--- src/hw/rtl/rational_arithmetic_unit_macros.svh ---
// ----------------------------------------------------------------------------
// rational_arithmetic_unit_macros
// Assertion macros used by the rational arithmetic unit controller.
// ----------------------------------------------------------------------------
`ifndef RATIONAL_ARITHMETIC_UNIT_MACROS_SVH
`define RATIONAL_ARITHMETIC_UNIT_MACROS_SVH
// Implication checked on every edge outside reset.
`define RAU_ASSERT_IMP(label, clk, rst_n, ante, cons) \
    label: assert property (@(posedge clk) disable iff (!rst_n) (ante) |-> (cons)) \
        else $error("assertion failed");
// Implication whose consequent is checked in the cycle after the antecedent.
`define RAU_ASSERT_NEXT(label, clk, rst_n, ante, cons) \
    label: assert property (@(posedge clk) disable iff (!rst_n) (ante) |=> (cons)) \
        else $error("assertion failed");
`endif

--- src/hw/rtl/rau_pkg.sv ---
// ----------------------------------------------------------------------------
// rau_pkg
// Shared types and constants of the rational arithmetic unit.
// ----------------------------------------------------------------------------
package rau_pkg;

    localparam int OPERAND_WIDTH_DEF = 16;
    localparam int CMD_W = 4;

    typedef enum logic [3:0] {
        CMD_ADD = 4'd0,
        CMD_SUB = 4'd1,
        CMD_MUL = 4'd2,
        CMD_DIV = 4'd3,
        CMD_GT  = 4'd4,
        CMD_GE  = 4'd5,
        CMD_LT  = 4'd6,
        CMD_LE  = 4'd7,
        CMD_EQ  = 4'd8
    } cmd_t;

    typedef enum logic [2:0] {
        ST_IDLE,
        ST_PREP,
        ST_GCD,
        ST_DIVN,
        ST_DIVD,
        ST_DONE
    } state_t;

    // Commands from controller to datapath.
    typedef struct packed {
        logic load;      // capture operands, form cross products
        logic prep;      // form the unreduced numerator, denominator and magnitudes
        logic gcd_step;  // one step of the gcd loop
        logic div_start; // start an exact division
        logic div_step;  // one quotient bit
        logic div_num;   // store quotient as numerator
        logic div_den;   // marks the denominator quotient; the datapath stores it on finish
        logic finish;    // form output fields
    } ctl_t;

    // Status from datapath to controller.
    typedef struct packed {
        logic special; // result needs no reduction
        logic gcd_done;
        logic div_done;
    } sts_t;

endpackage

--- src/hw/rtl/rational_arithmetic_unit.sv ---
// Arithmetic commands pass through load, prep, the gcd loop and two exact divisions
// before the result is held; compares go from prep straight to the result.
// Zero results and bad operands also take that short path; output stalls hold the result.
// Requests: one at a time, taken again in the cycle after the result leaves;
// the bit-serial gcd sets how long each request takes.
// Reset: rst_n clears the controller to idle; datapath holds no reset.
// ----------------------------------------------------------------------------
// rational_arithmetic_unit
// Fraction add, subtract, multiply, divide with gcd reduction and compares.
// ----------------------------------------------------------------------------
module rational_arithmetic_unit
#(
    parameter int OPERAND_WIDTH = rau_pkg::OPERAND_WIDTH_DEF
)
(
    input  logic                            clk,
    input  logic                            rst_n,
    input  logic                            in_valid,
    output logic                            in_ready,
    input  logic [rau_pkg::CMD_W-1:0]       cmd,
    input  logic signed [OPERAND_WIDTH-1:0] a_num,
    input  logic [OPERAND_WIDTH-2:0]        a_den,
    input  logic signed [OPERAND_WIDTH-1:0] b_num,
    input  logic [OPERAND_WIDTH-2:0]        b_den,
    output logic                            out_valid,
    input  logic                            out_ready,
    output logic signed [2*OPERAND_WIDTH:0] res_num,
    output logic [2*OPERAND_WIDTH-2:0]      res_den,
    output logic                            cmp_true,
    output logic                            bad_operand
);

    rau_pkg::ctl_t ctl;
    rau_pkg::sts_t sts;

    rau_ctrl u_ctrl
    (
        .clk       (clk),
        .rst_n     (rst_n),
        .in_valid  (in_valid),
        .in_ready  (in_ready),
        .out_valid (out_valid),
        .out_ready (out_ready),
        .sts       (sts),
        .ctl       (ctl)
    );

    rau_dp #(.OPERAND_WIDTH(OPERAND_WIDTH)) u_dp
    (
        .clk         (clk),
        .ctl         (ctl),
        .sts         (sts),
        .cmd         (cmd),
        .a_num       (a_num),
        .a_den       (a_den),
        .b_num       (b_num),
        .b_den       (b_den),
        .res_num     (res_num),
        .res_den     (res_den),
        .cmp_true    (cmp_true),
        .bad_operand (bad_operand)
    );

endmodule

--- src/hw/rtl/rau_ctrl.sv ---
// ----------------------------------------------------------------------------
// rau_ctrl
// Sequencer: load, reduce by gcd, two exact divisions (skipped for special cases), hold the result.
// ----------------------------------------------------------------------------
`include "rational_arithmetic_unit_macros.svh"
module rau_ctrl
(
    input  logic            clk,
    input  logic            rst_n,
    input  logic            in_valid,
    output logic            in_ready,
    output logic            out_valid,
    input  logic            out_ready,
    input  rau_pkg::sts_t   sts,
    output rau_pkg::ctl_t   ctl
);

    rau_pkg::state_t state_reg, state_next;

    always_ff @(posedge clk or negedge rst_n)
    begin
        if (!rst_n)
        begin
            state_reg <= rau_pkg::ST_IDLE;
        end
        else
        begin
            state_reg <= state_next;
        end
    end

    always_comb
    begin
        state_next = state_reg;
        ctl        = '0;
        in_ready   = 1'b0;
        out_valid  = 1'b0;
        case (state_reg)
            rau_pkg::ST_IDLE:
            begin
                in_ready = 1'b1;
                if (in_valid)
                begin
                    ctl.load   = 1'b1;
                    state_next = rau_pkg::ST_PREP;
                end
            end
            rau_pkg::ST_PREP:
            begin
                ctl.prep   = 1'b1;
                state_next = rau_pkg::ST_GCD;
            end
            rau_pkg::ST_GCD:
            begin
                if (sts.special)
                begin
                    ctl.finish = 1'b1;
                    state_next = rau_pkg::ST_DONE;
                end
                else if (sts.gcd_done)
                begin
                    ctl.div_start = 1'b1;
                    state_next    = rau_pkg::ST_DIVN;
                end
                else
                begin
                    ctl.gcd_step = 1'b1;
                end
            end
            rau_pkg::ST_DIVN:
            begin
                if (sts.div_done)
                begin
                    ctl.div_num   = 1'b1;
                    ctl.div_start = 1'b1;
                    state_next    = rau_pkg::ST_DIVD;
                end
                else
                begin
                    ctl.div_step = 1'b1;
                end
            end
            rau_pkg::ST_DIVD:
            begin
                if (sts.div_done)
                begin
                    ctl.div_den = 1'b1;
                    ctl.finish  = 1'b1;
                    state_next  = rau_pkg::ST_DONE;
                end
                else
                begin
                    ctl.div_step = 1'b1;
                end
            end
            rau_pkg::ST_DONE:
            begin
                out_valid = 1'b1;
                if (out_ready)
                begin
                    state_next = rau_pkg::ST_IDLE;
                end
            end
            default:
            begin
                state_next = rau_pkg::ST_IDLE;
            end
        endcase
    end

    `RAU_ASSERT_IMP(a_excl_hs, clk, rst_n, 1'b1, !(in_ready && out_valid))
    `RAU_ASSERT_NEXT(a_load_prep, clk, rst_n, ctl.load, state_reg == rau_pkg::ST_PREP)
    `RAU_ASSERT_NEXT(a_finish_done, clk, rst_n, ctl.finish, out_valid)
    `RAU_ASSERT_IMP(a_one_cmd, clk, rst_n, 1'b1, $onehot0({ctl.gcd_step, ctl.div_step, ctl.load}))

endmodule

--- src/hw/rtl/rau_dp.sv ---
// ----------------------------------------------------------------------------
// rau_dp
// Datapath: cross products, Euclid gcd by shift-subtract remainders,
// restoring division by the gcd, output fields.
// ----------------------------------------------------------------------------
module rau_dp
#(
    parameter int OPERAND_WIDTH = rau_pkg::OPERAND_WIDTH_DEF
)
(
    input  logic                         clk,
    input  rau_pkg::ctl_t                ctl,
    output rau_pkg::sts_t                sts,
    input  logic [rau_pkg::CMD_W-1:0]    cmd,
    input  logic signed [OPERAND_WIDTH-1:0] a_num,
    input  logic [OPERAND_WIDTH-2:0]     a_den,
    input  logic signed [OPERAND_WIDTH-1:0] b_num,
    input  logic [OPERAND_WIDTH-2:0]     b_den,
    output logic signed [2*OPERAND_WIDTH:0] res_num,
    output logic [2*OPERAND_WIDTH-2:0]   res_den,
    output logic                         cmp_true,
    output logic                         bad_operand
);

    localparam int W  = OPERAND_WIDTH;
    localparam int PW = 2 * W;         // product width
    localparam int MW = 2 * W + 1;     // magnitude width
    localparam int CW = $clog2(MW + 1);

    logic [rau_pkg::CMD_W-1:0] cmd_reg;
    logic signed [PW-1:0] left_reg, right_reg, nn_reg, dd_reg;
    logic                 bad_reg, zero_reg, neg_reg;
    logic [MW-1:0]        x_reg, y_reg, nm_reg, dm_reg;
    logic [MW-1:0]        rem_reg, quo_reg, dvd_reg, qn_reg;
    logic [CW-1:0]        cnt_reg;
    logic                 in_rem_reg;  // x reduction mod y in progress
    logic [MW-1:0]        r_reg;
    logic [CW-1:0]        rcnt_reg;
    logic signed [PW:0]   res_num_reg;
    logic [PW-2:0]        res_den_reg;
    logic                 cmp_reg, bado_reg;

    logic                 is_cmp, is_bad, special;
    logic [MW:0]          trial;
    logic [MW:0]          rtrial;

    assign is_cmp = (cmd_reg >= rau_pkg::CMD_GT) && (cmd_reg <= rau_pkg::CMD_EQ);
    assign is_bad = bad_reg || (cmd_reg == rau_pkg::CMD_DIV && right_reg == '0 && dd_reg == '0);
    assign special = bad_reg || is_cmp || zero_reg;

    // Remainder step for gcd: bit-serial x mod y.
    assign rtrial = {r_reg, x_reg[MW-1]} - {1'b0, y_reg};
    // Division step: dividend bits shifted into remainder.
    assign trial  = {rem_reg, dvd_reg[MW-1]} - {1'b0, x_reg};

    assign sts.special  = special;
    assign sts.gcd_done = (y_reg == '0) && !in_rem_reg;
    assign sts.div_done = (cnt_reg == '0);

    always_ff @(posedge clk)
    begin
        if (ctl.load)
        begin
            cmd_reg   <= cmd;
            left_reg  <= PW'(a_num * $signed({1'b0, b_den}));
            right_reg <= PW'($signed({1'b0, a_den}) * b_num);
            nn_reg    <= PW'(a_num * b_num);
            dd_reg    <= PW'($signed({1'b0, a_den}) * $signed({1'b0, b_den}));
            bad_reg   <= (cmd > rau_pkg::CMD_EQ) || (a_den == '0) || (b_den == '0)
                         || (cmd == rau_pkg::CMD_DIV && b_num == '0);
            in_rem_reg <= 1'b0;
        end
        if (ctl.prep)
        begin
            logic signed [PW:0] n;
            logic signed [PW:0] d;
            n = '0;
            d = '0;
            case (cmd_reg)
                rau_pkg::CMD_ADD:
                begin
                    n = (PW+1)'(left_reg) + (PW+1)'(right_reg);
                    d = (PW+1)'(dd_reg);
                end
                rau_pkg::CMD_SUB:
                begin
                    n = (PW+1)'(left_reg) - (PW+1)'(right_reg);
                    d = (PW+1)'(dd_reg);
                end
                rau_pkg::CMD_MUL:
                begin
                    n = (PW+1)'(nn_reg);
                    d = (PW+1)'(dd_reg);
                end
                default:
                begin
                    n = (PW+1)'(left_reg);
                    d = (PW+1)'(right_reg);
                end
            endcase
            neg_reg  <= n[PW] ^ d[PW];
            zero_reg <= (n == '0) || (d == '0);
            x_reg    <= n[PW] ? MW'(-n) : MW'(n);
            y_reg    <= d[PW] ? MW'(-d) : MW'(d);
            nm_reg   <= n[PW] ? MW'(-n) : MW'(n);
            dm_reg   <= d[PW] ? MW'(-d) : MW'(d);
        end
        if (ctl.gcd_step)
        begin
            if (!in_rem_reg)
            begin
                in_rem_reg <= 1'b1;
                r_reg      <= '0;
                rcnt_reg   <= CW'(MW);
            end
            else if (rcnt_reg != '0)
            begin
                rcnt_reg <= rcnt_reg - 1'b1;
                x_reg    <= {x_reg[MW-2:0], 1'b0};
                if (!rtrial[MW])
                begin
                    r_reg <= rtrial[MW-1:0];
                end
                else
                begin
                    r_reg <= {r_reg[MW-2:0], x_reg[MW-1]};
                end
            end
            else
            begin
                // x <- y, y <- x mod y
                x_reg      <= y_reg;
                y_reg      <= r_reg;
                in_rem_reg <= 1'b0;
            end
        end
        if (ctl.div_start)
        begin
            rem_reg <= '0;
            quo_reg <= '0;
            cnt_reg <= CW'(MW);
            dvd_reg <= ctl.div_num ? dm_reg : nm_reg;
        end
        if (ctl.div_step)
        begin
            cnt_reg <= cnt_reg - 1'b1;
            dvd_reg <= {dvd_reg[MW-2:0], 1'b0};
            if (!trial[MW])
            begin
                rem_reg <= trial[MW-1:0];
                quo_reg <= {quo_reg[MW-2:0], 1'b1};
            end
            else
            begin
                rem_reg <= {rem_reg[MW-2:0], dvd_reg[MW-1]};
                quo_reg <= {quo_reg[MW-2:0], 1'b0};
            end
        end
        if (ctl.div_num)
        begin
            qn_reg <= quo_reg;
        end
        if (ctl.finish)
        begin
            bado_reg <= is_bad;
            cmp_reg  <= 1'b0;
            res_num_reg <= '0;
            res_den_reg <= (PW-1)'(1);
            if (!bad_reg && is_cmp)
            begin
                case (cmd_reg)
                    rau_pkg::CMD_GT: cmp_reg <= left_reg >  right_reg;
                    rau_pkg::CMD_GE: cmp_reg <= left_reg >= right_reg;
                    rau_pkg::CMD_LT: cmp_reg <= left_reg <  right_reg;
                    rau_pkg::CMD_LE: cmp_reg <= left_reg <= right_reg;
                    default:         cmp_reg <= left_reg == right_reg;
                endcase
            end
            else if (!special)
            begin
                res_num_reg <= neg_reg ? -$signed(qn_reg) : $signed(qn_reg);
                res_den_reg <= (PW-1)'(quo_reg);
            end
        end
    end

    assign res_num     = res_num_reg;
    assign res_den     = res_den_reg;
    assign cmp_true    = cmp_reg;
    assign bad_operand = bado_reg;

endmodule
--- config.mk ---
export PLATFORM = sky130hd
export DESIGN_NAME = rational_arithmetic_unit
export DESIGN_NICKNAME = d
export VERILOG_FILES = /design/src/hw/rtl/rau_pkg.sv /design/src/hw/rtl/rational_arithmetic_unit.sv /design/src/hw/rtl/rau_ctrl.sv /design/src/hw/rtl/rau_dp.sv
export VERILOG_INCLUDE_DIRS = /design/src /design/src/hw/rtl
export SDC_FILE = /design/constraint.sdc
export NUM_CORES = 2
export LEC_CHECK = 0
export BUFFER_PORTS_ARGS = -buffer_cell sky130_fd_sc_hd__clkbuf_2
export CORE_MARGIN = 1
export CORE_UTILIZATION = 25
export DETAILED_ROUTE_END_ITERATION = 6
export GPL_TIMING_DRIVEN = 1
export PLACE_DENSITY = 0.36
export SETUP_SLACK_MARGIN = 0.15
export SYNTH_ARGS = -nofsm -noshare
export SYNTH_HDL_FRONTEND = slang
export SYNTH_HIERARCHICAL = 1
export SYNTH_SLANG_ARGS = --single-unit
--- constraint.sdc ---
create_clock -name clk -period 17.3 [get_ports clk]
set_input_delay 1.73 -clock clk [delete_from_list [all_inputs] [get_ports clk]]
set_output_delay 1.73 -clock clk [all_outputs]
set_load 0.01 [all_outputs]
==> results by stage <==
Timing:
- Summed over all failing endpoints, the final setup total negative slack is 0 ps.
- Setup repair after global routing left no endpoint under its margin.
- The final setup slack of the worst path is 8970 ps.
- At the pin with the least slew margin, the transition time is 1300 ps.
- The upper clock frequency limit is 0.120 GHz.
- The clock period could shrink to 8330 ps.
- The clock tree skew after final layout is 53.0 ps.
- In this run the tightest slew margin relative to its limit is 0.114.
- The final worst-path cycle share is 0.482.
- The worst hold slack after final layout is 419 ps.
- The final-report max-slew violation count came to 0.
- The final hold violation count is 0.
- The number of setup violations in the final report is 0.

Clocking:
- The count of H-tree levels built during CTS is 3.
- In this run the post-CTS setup repair buffer count came out at 0.
- CTS placed an instance of clkbuf_16 at the clock tree root.
- TritonCTS built the clock tree.
- The number of buffers created by CTS is 70.
- The buffer levels on the longest clock path is 3.
- The clock input transition at the sequential cells of the worst setup and hold paths is 70 ps.
- The clock reaches the later pin of the worst-skew pair after 690 ps.
- Once the clock tree was built, the resizer swapped 0 gates to a different size.
- The number of clock sinks seen by CTS is 512.
- For this design, the CTS-stage hold fixing added 0 buffers.

Global route:
- For met3 alone, demand over resource in global routing was 0.0168.
- The first global-routing pass estimated 344,000 um of wire.
- In the global route stage, met1 resource usage came out at 0.243.
- The total overflow reported by the global router is 0.
- In the global route stage, met2 resource usage came out at 0.279.
- The initial antenna violation count was 8.
- The via count of the first global-routing pass is 51,800.
- The total track usage is 0.174.
- In this run the most used layer during global routing was met2.
- Entering global routing, the biggest net connects 147 pins.

Yosys:
- Averaged over all synthesized cells, the footprint is 9.25 um2.
- Counting every net in the synthesized netlist gives 8,496.
- The number of warnings reported in the yosys synthesis log is 6.
- After technology mapping, the gate count stands at 7,050.
- The netlist area before placement is 65,200 um2.

Critical path:
- The classification of the worst setup path is in -> reg.
- The worst setup path is captured at a register.
- The number of cells on the worst reg-to-reg path is 15.
- The critical path data required time is 17,720 ps.
- The data arrival time of the critical path is 8760 ps.
- The type of element launching the critical path is an input port.
- The critical-path maximum fanout is 32.

Routing:
- In the final routed layout, each cell accounts on average for 21.8 um.
- The count of nets left with antenna violations once routing finished came out at 0.
- The routed layout has 49,200 vias.
- The sum of routed wire length over all layers is 229,000 um.
- The pre-antenna-repair detailed-routing pass consisted of 7 iterations.
- After detailed routing, the number of remaining DRC violations is 0.
- After detailed routing, the number of vias per cell comes to 4.70.
- The initial detailed-routing violation count is 2,942.

Placed design:
- The HPWL after detailed placement is 174,000 um.
- The count of buffers added on input and output ports is 137.
- At the placement stage, the worst setup path has a slack of 8250 ps.
- The final weighted congestion of routability-driven global placement is 0.890.
- After detailed placement, the design holds a cell count of 10,300.

Die:
- The vertical extent of the die is 513 um.
- The number of top-level design ports is 138.
- The floorplan has 187 rows.
- The horizontal die dimension is 513 um.
- For this configuration, the core starts out at a cell density of 0.251.
- The floorplan core area is 259,000 um2.
- The die covers 263,000 um2.

Status:
- The run finished with clean final reports.

Final layout:
- Counting the fill cells in the layout gives 27,700.
- The share of final-layout standard cells stronger than drive strength 1 is 0.0581.
- From synthesis to final layout, the design area changed by 10.5%.
- After the last flow step, the layout net total stands at 8,448.
- Summing all multi-input logic gate instances after layout gives 45,000 um2.
- The area taken by flip-flops and latches is 14,700 um2.
- The count of cells in the finished layout, fillers not included, comes to 10,500.

Flow run:
- The number of max-cap violations is 0.

Worst hold path:
- The worst hold path was traced through 0 stages.
- The path type of the worst min-delay path is reg -> reg.
## stage by stage
stage                util  area [um2]
floorplan               -       65200
global placement    0.268       69600
detailed placement  0.268       69600
CTS                 0.277       72000
global route        0.277       72000
finish              0.278       72000
## metal layers
layer | up-vias | part of all wire
met5 | - | 0.000053
met4 | 2 | 0.035
li1 | 22900 | -
met3 | 276 | 0.033
met1 | 25000 | 0.48
met2 | 1037 | 0.45
## placed cells by master (no fill, tap or decap), drive strengths merged, types with 17 or more instances in the layout
master / count
fa: 859
edfxtp: 441
and3: 33
clkinv: 24
nand4: 37
nor2: 333
o31ai: 48
or2: 17
nand3: 95
buf: 93
o21a: 35
clkbuf: 231
o211ai: 29
xnor2: 183
inv: 1131
a21o: 62
dfxtp: 68
mux2i: 91
nor3: 103
nand2: 837
nand2b: 59
o21ai: 311
o21bai: 37
ha: 517
a31oi: 54
nor4: 44
xor2: 84
and2: 543
a21oi: 232
nor2b: 55
or3: 30
a211oi: 49
## final cells by class
type,count,area share
multi-input combinational,5057,0.625
sequential,512,0.204
tap,3402,0.0591
inverter,1131,0.0590
clock buffer,94,0.0269
timing repair buffer,230,0.0194
clock inverter,36,0.00678
antenna,1,0.0000348
## critical path: stages
cell and delay, ps:
clkbuf_2 700, nand2_1 220, inv_1 180, fa_1 440, inv_1 90, fa_1 420, fa_1 520, inv_1 50
fa_1 490, fa_1 490, inv_1 50, fa_1 480, inv_1 40, ha_1 350, a21o_1 180, a21o_1 170
a21o_1 180, a21o_1 190, a21o_1 170, a221oi_1 400, o31ai_1 160, or4_1 430, and3_1 190, o21ai_0 140
nor2b_1 170, xnor2_1 80
## final timing paths
path,startpoint,end,slack (ps)
setup / recovery,b_num[1],u_dp/nn_reg[31]$_DFFE_PP_,8970
hold / removal,u_dp/quo_reg[32]$_SDFFCE_PN0P_,u_dp/qn_reg[32]$_DFFE_PP_,420
setup reg to reg,u_dp/cmd_reg[1]$_DFFE_PP_,u_dp/y_reg[28]$_DFF_P_,11040
hold reg to reg,u_dp/quo_reg[32]$_SDFFCE_PN0P_,u_dp/qn_reg[32]$_DFFE_PP_,420
max in group asynchronous,rst_n,u_ctrl/state_reg[0]$_DFFE_PN0P_,16330
min in group asynchronous,rst_n,u_ctrl/state_reg[1]$_DFFE_PN0P_,850
Power is not shown: default switching activity piles up to over one toggle a cycle in this logic, so the estimate is an artifact.
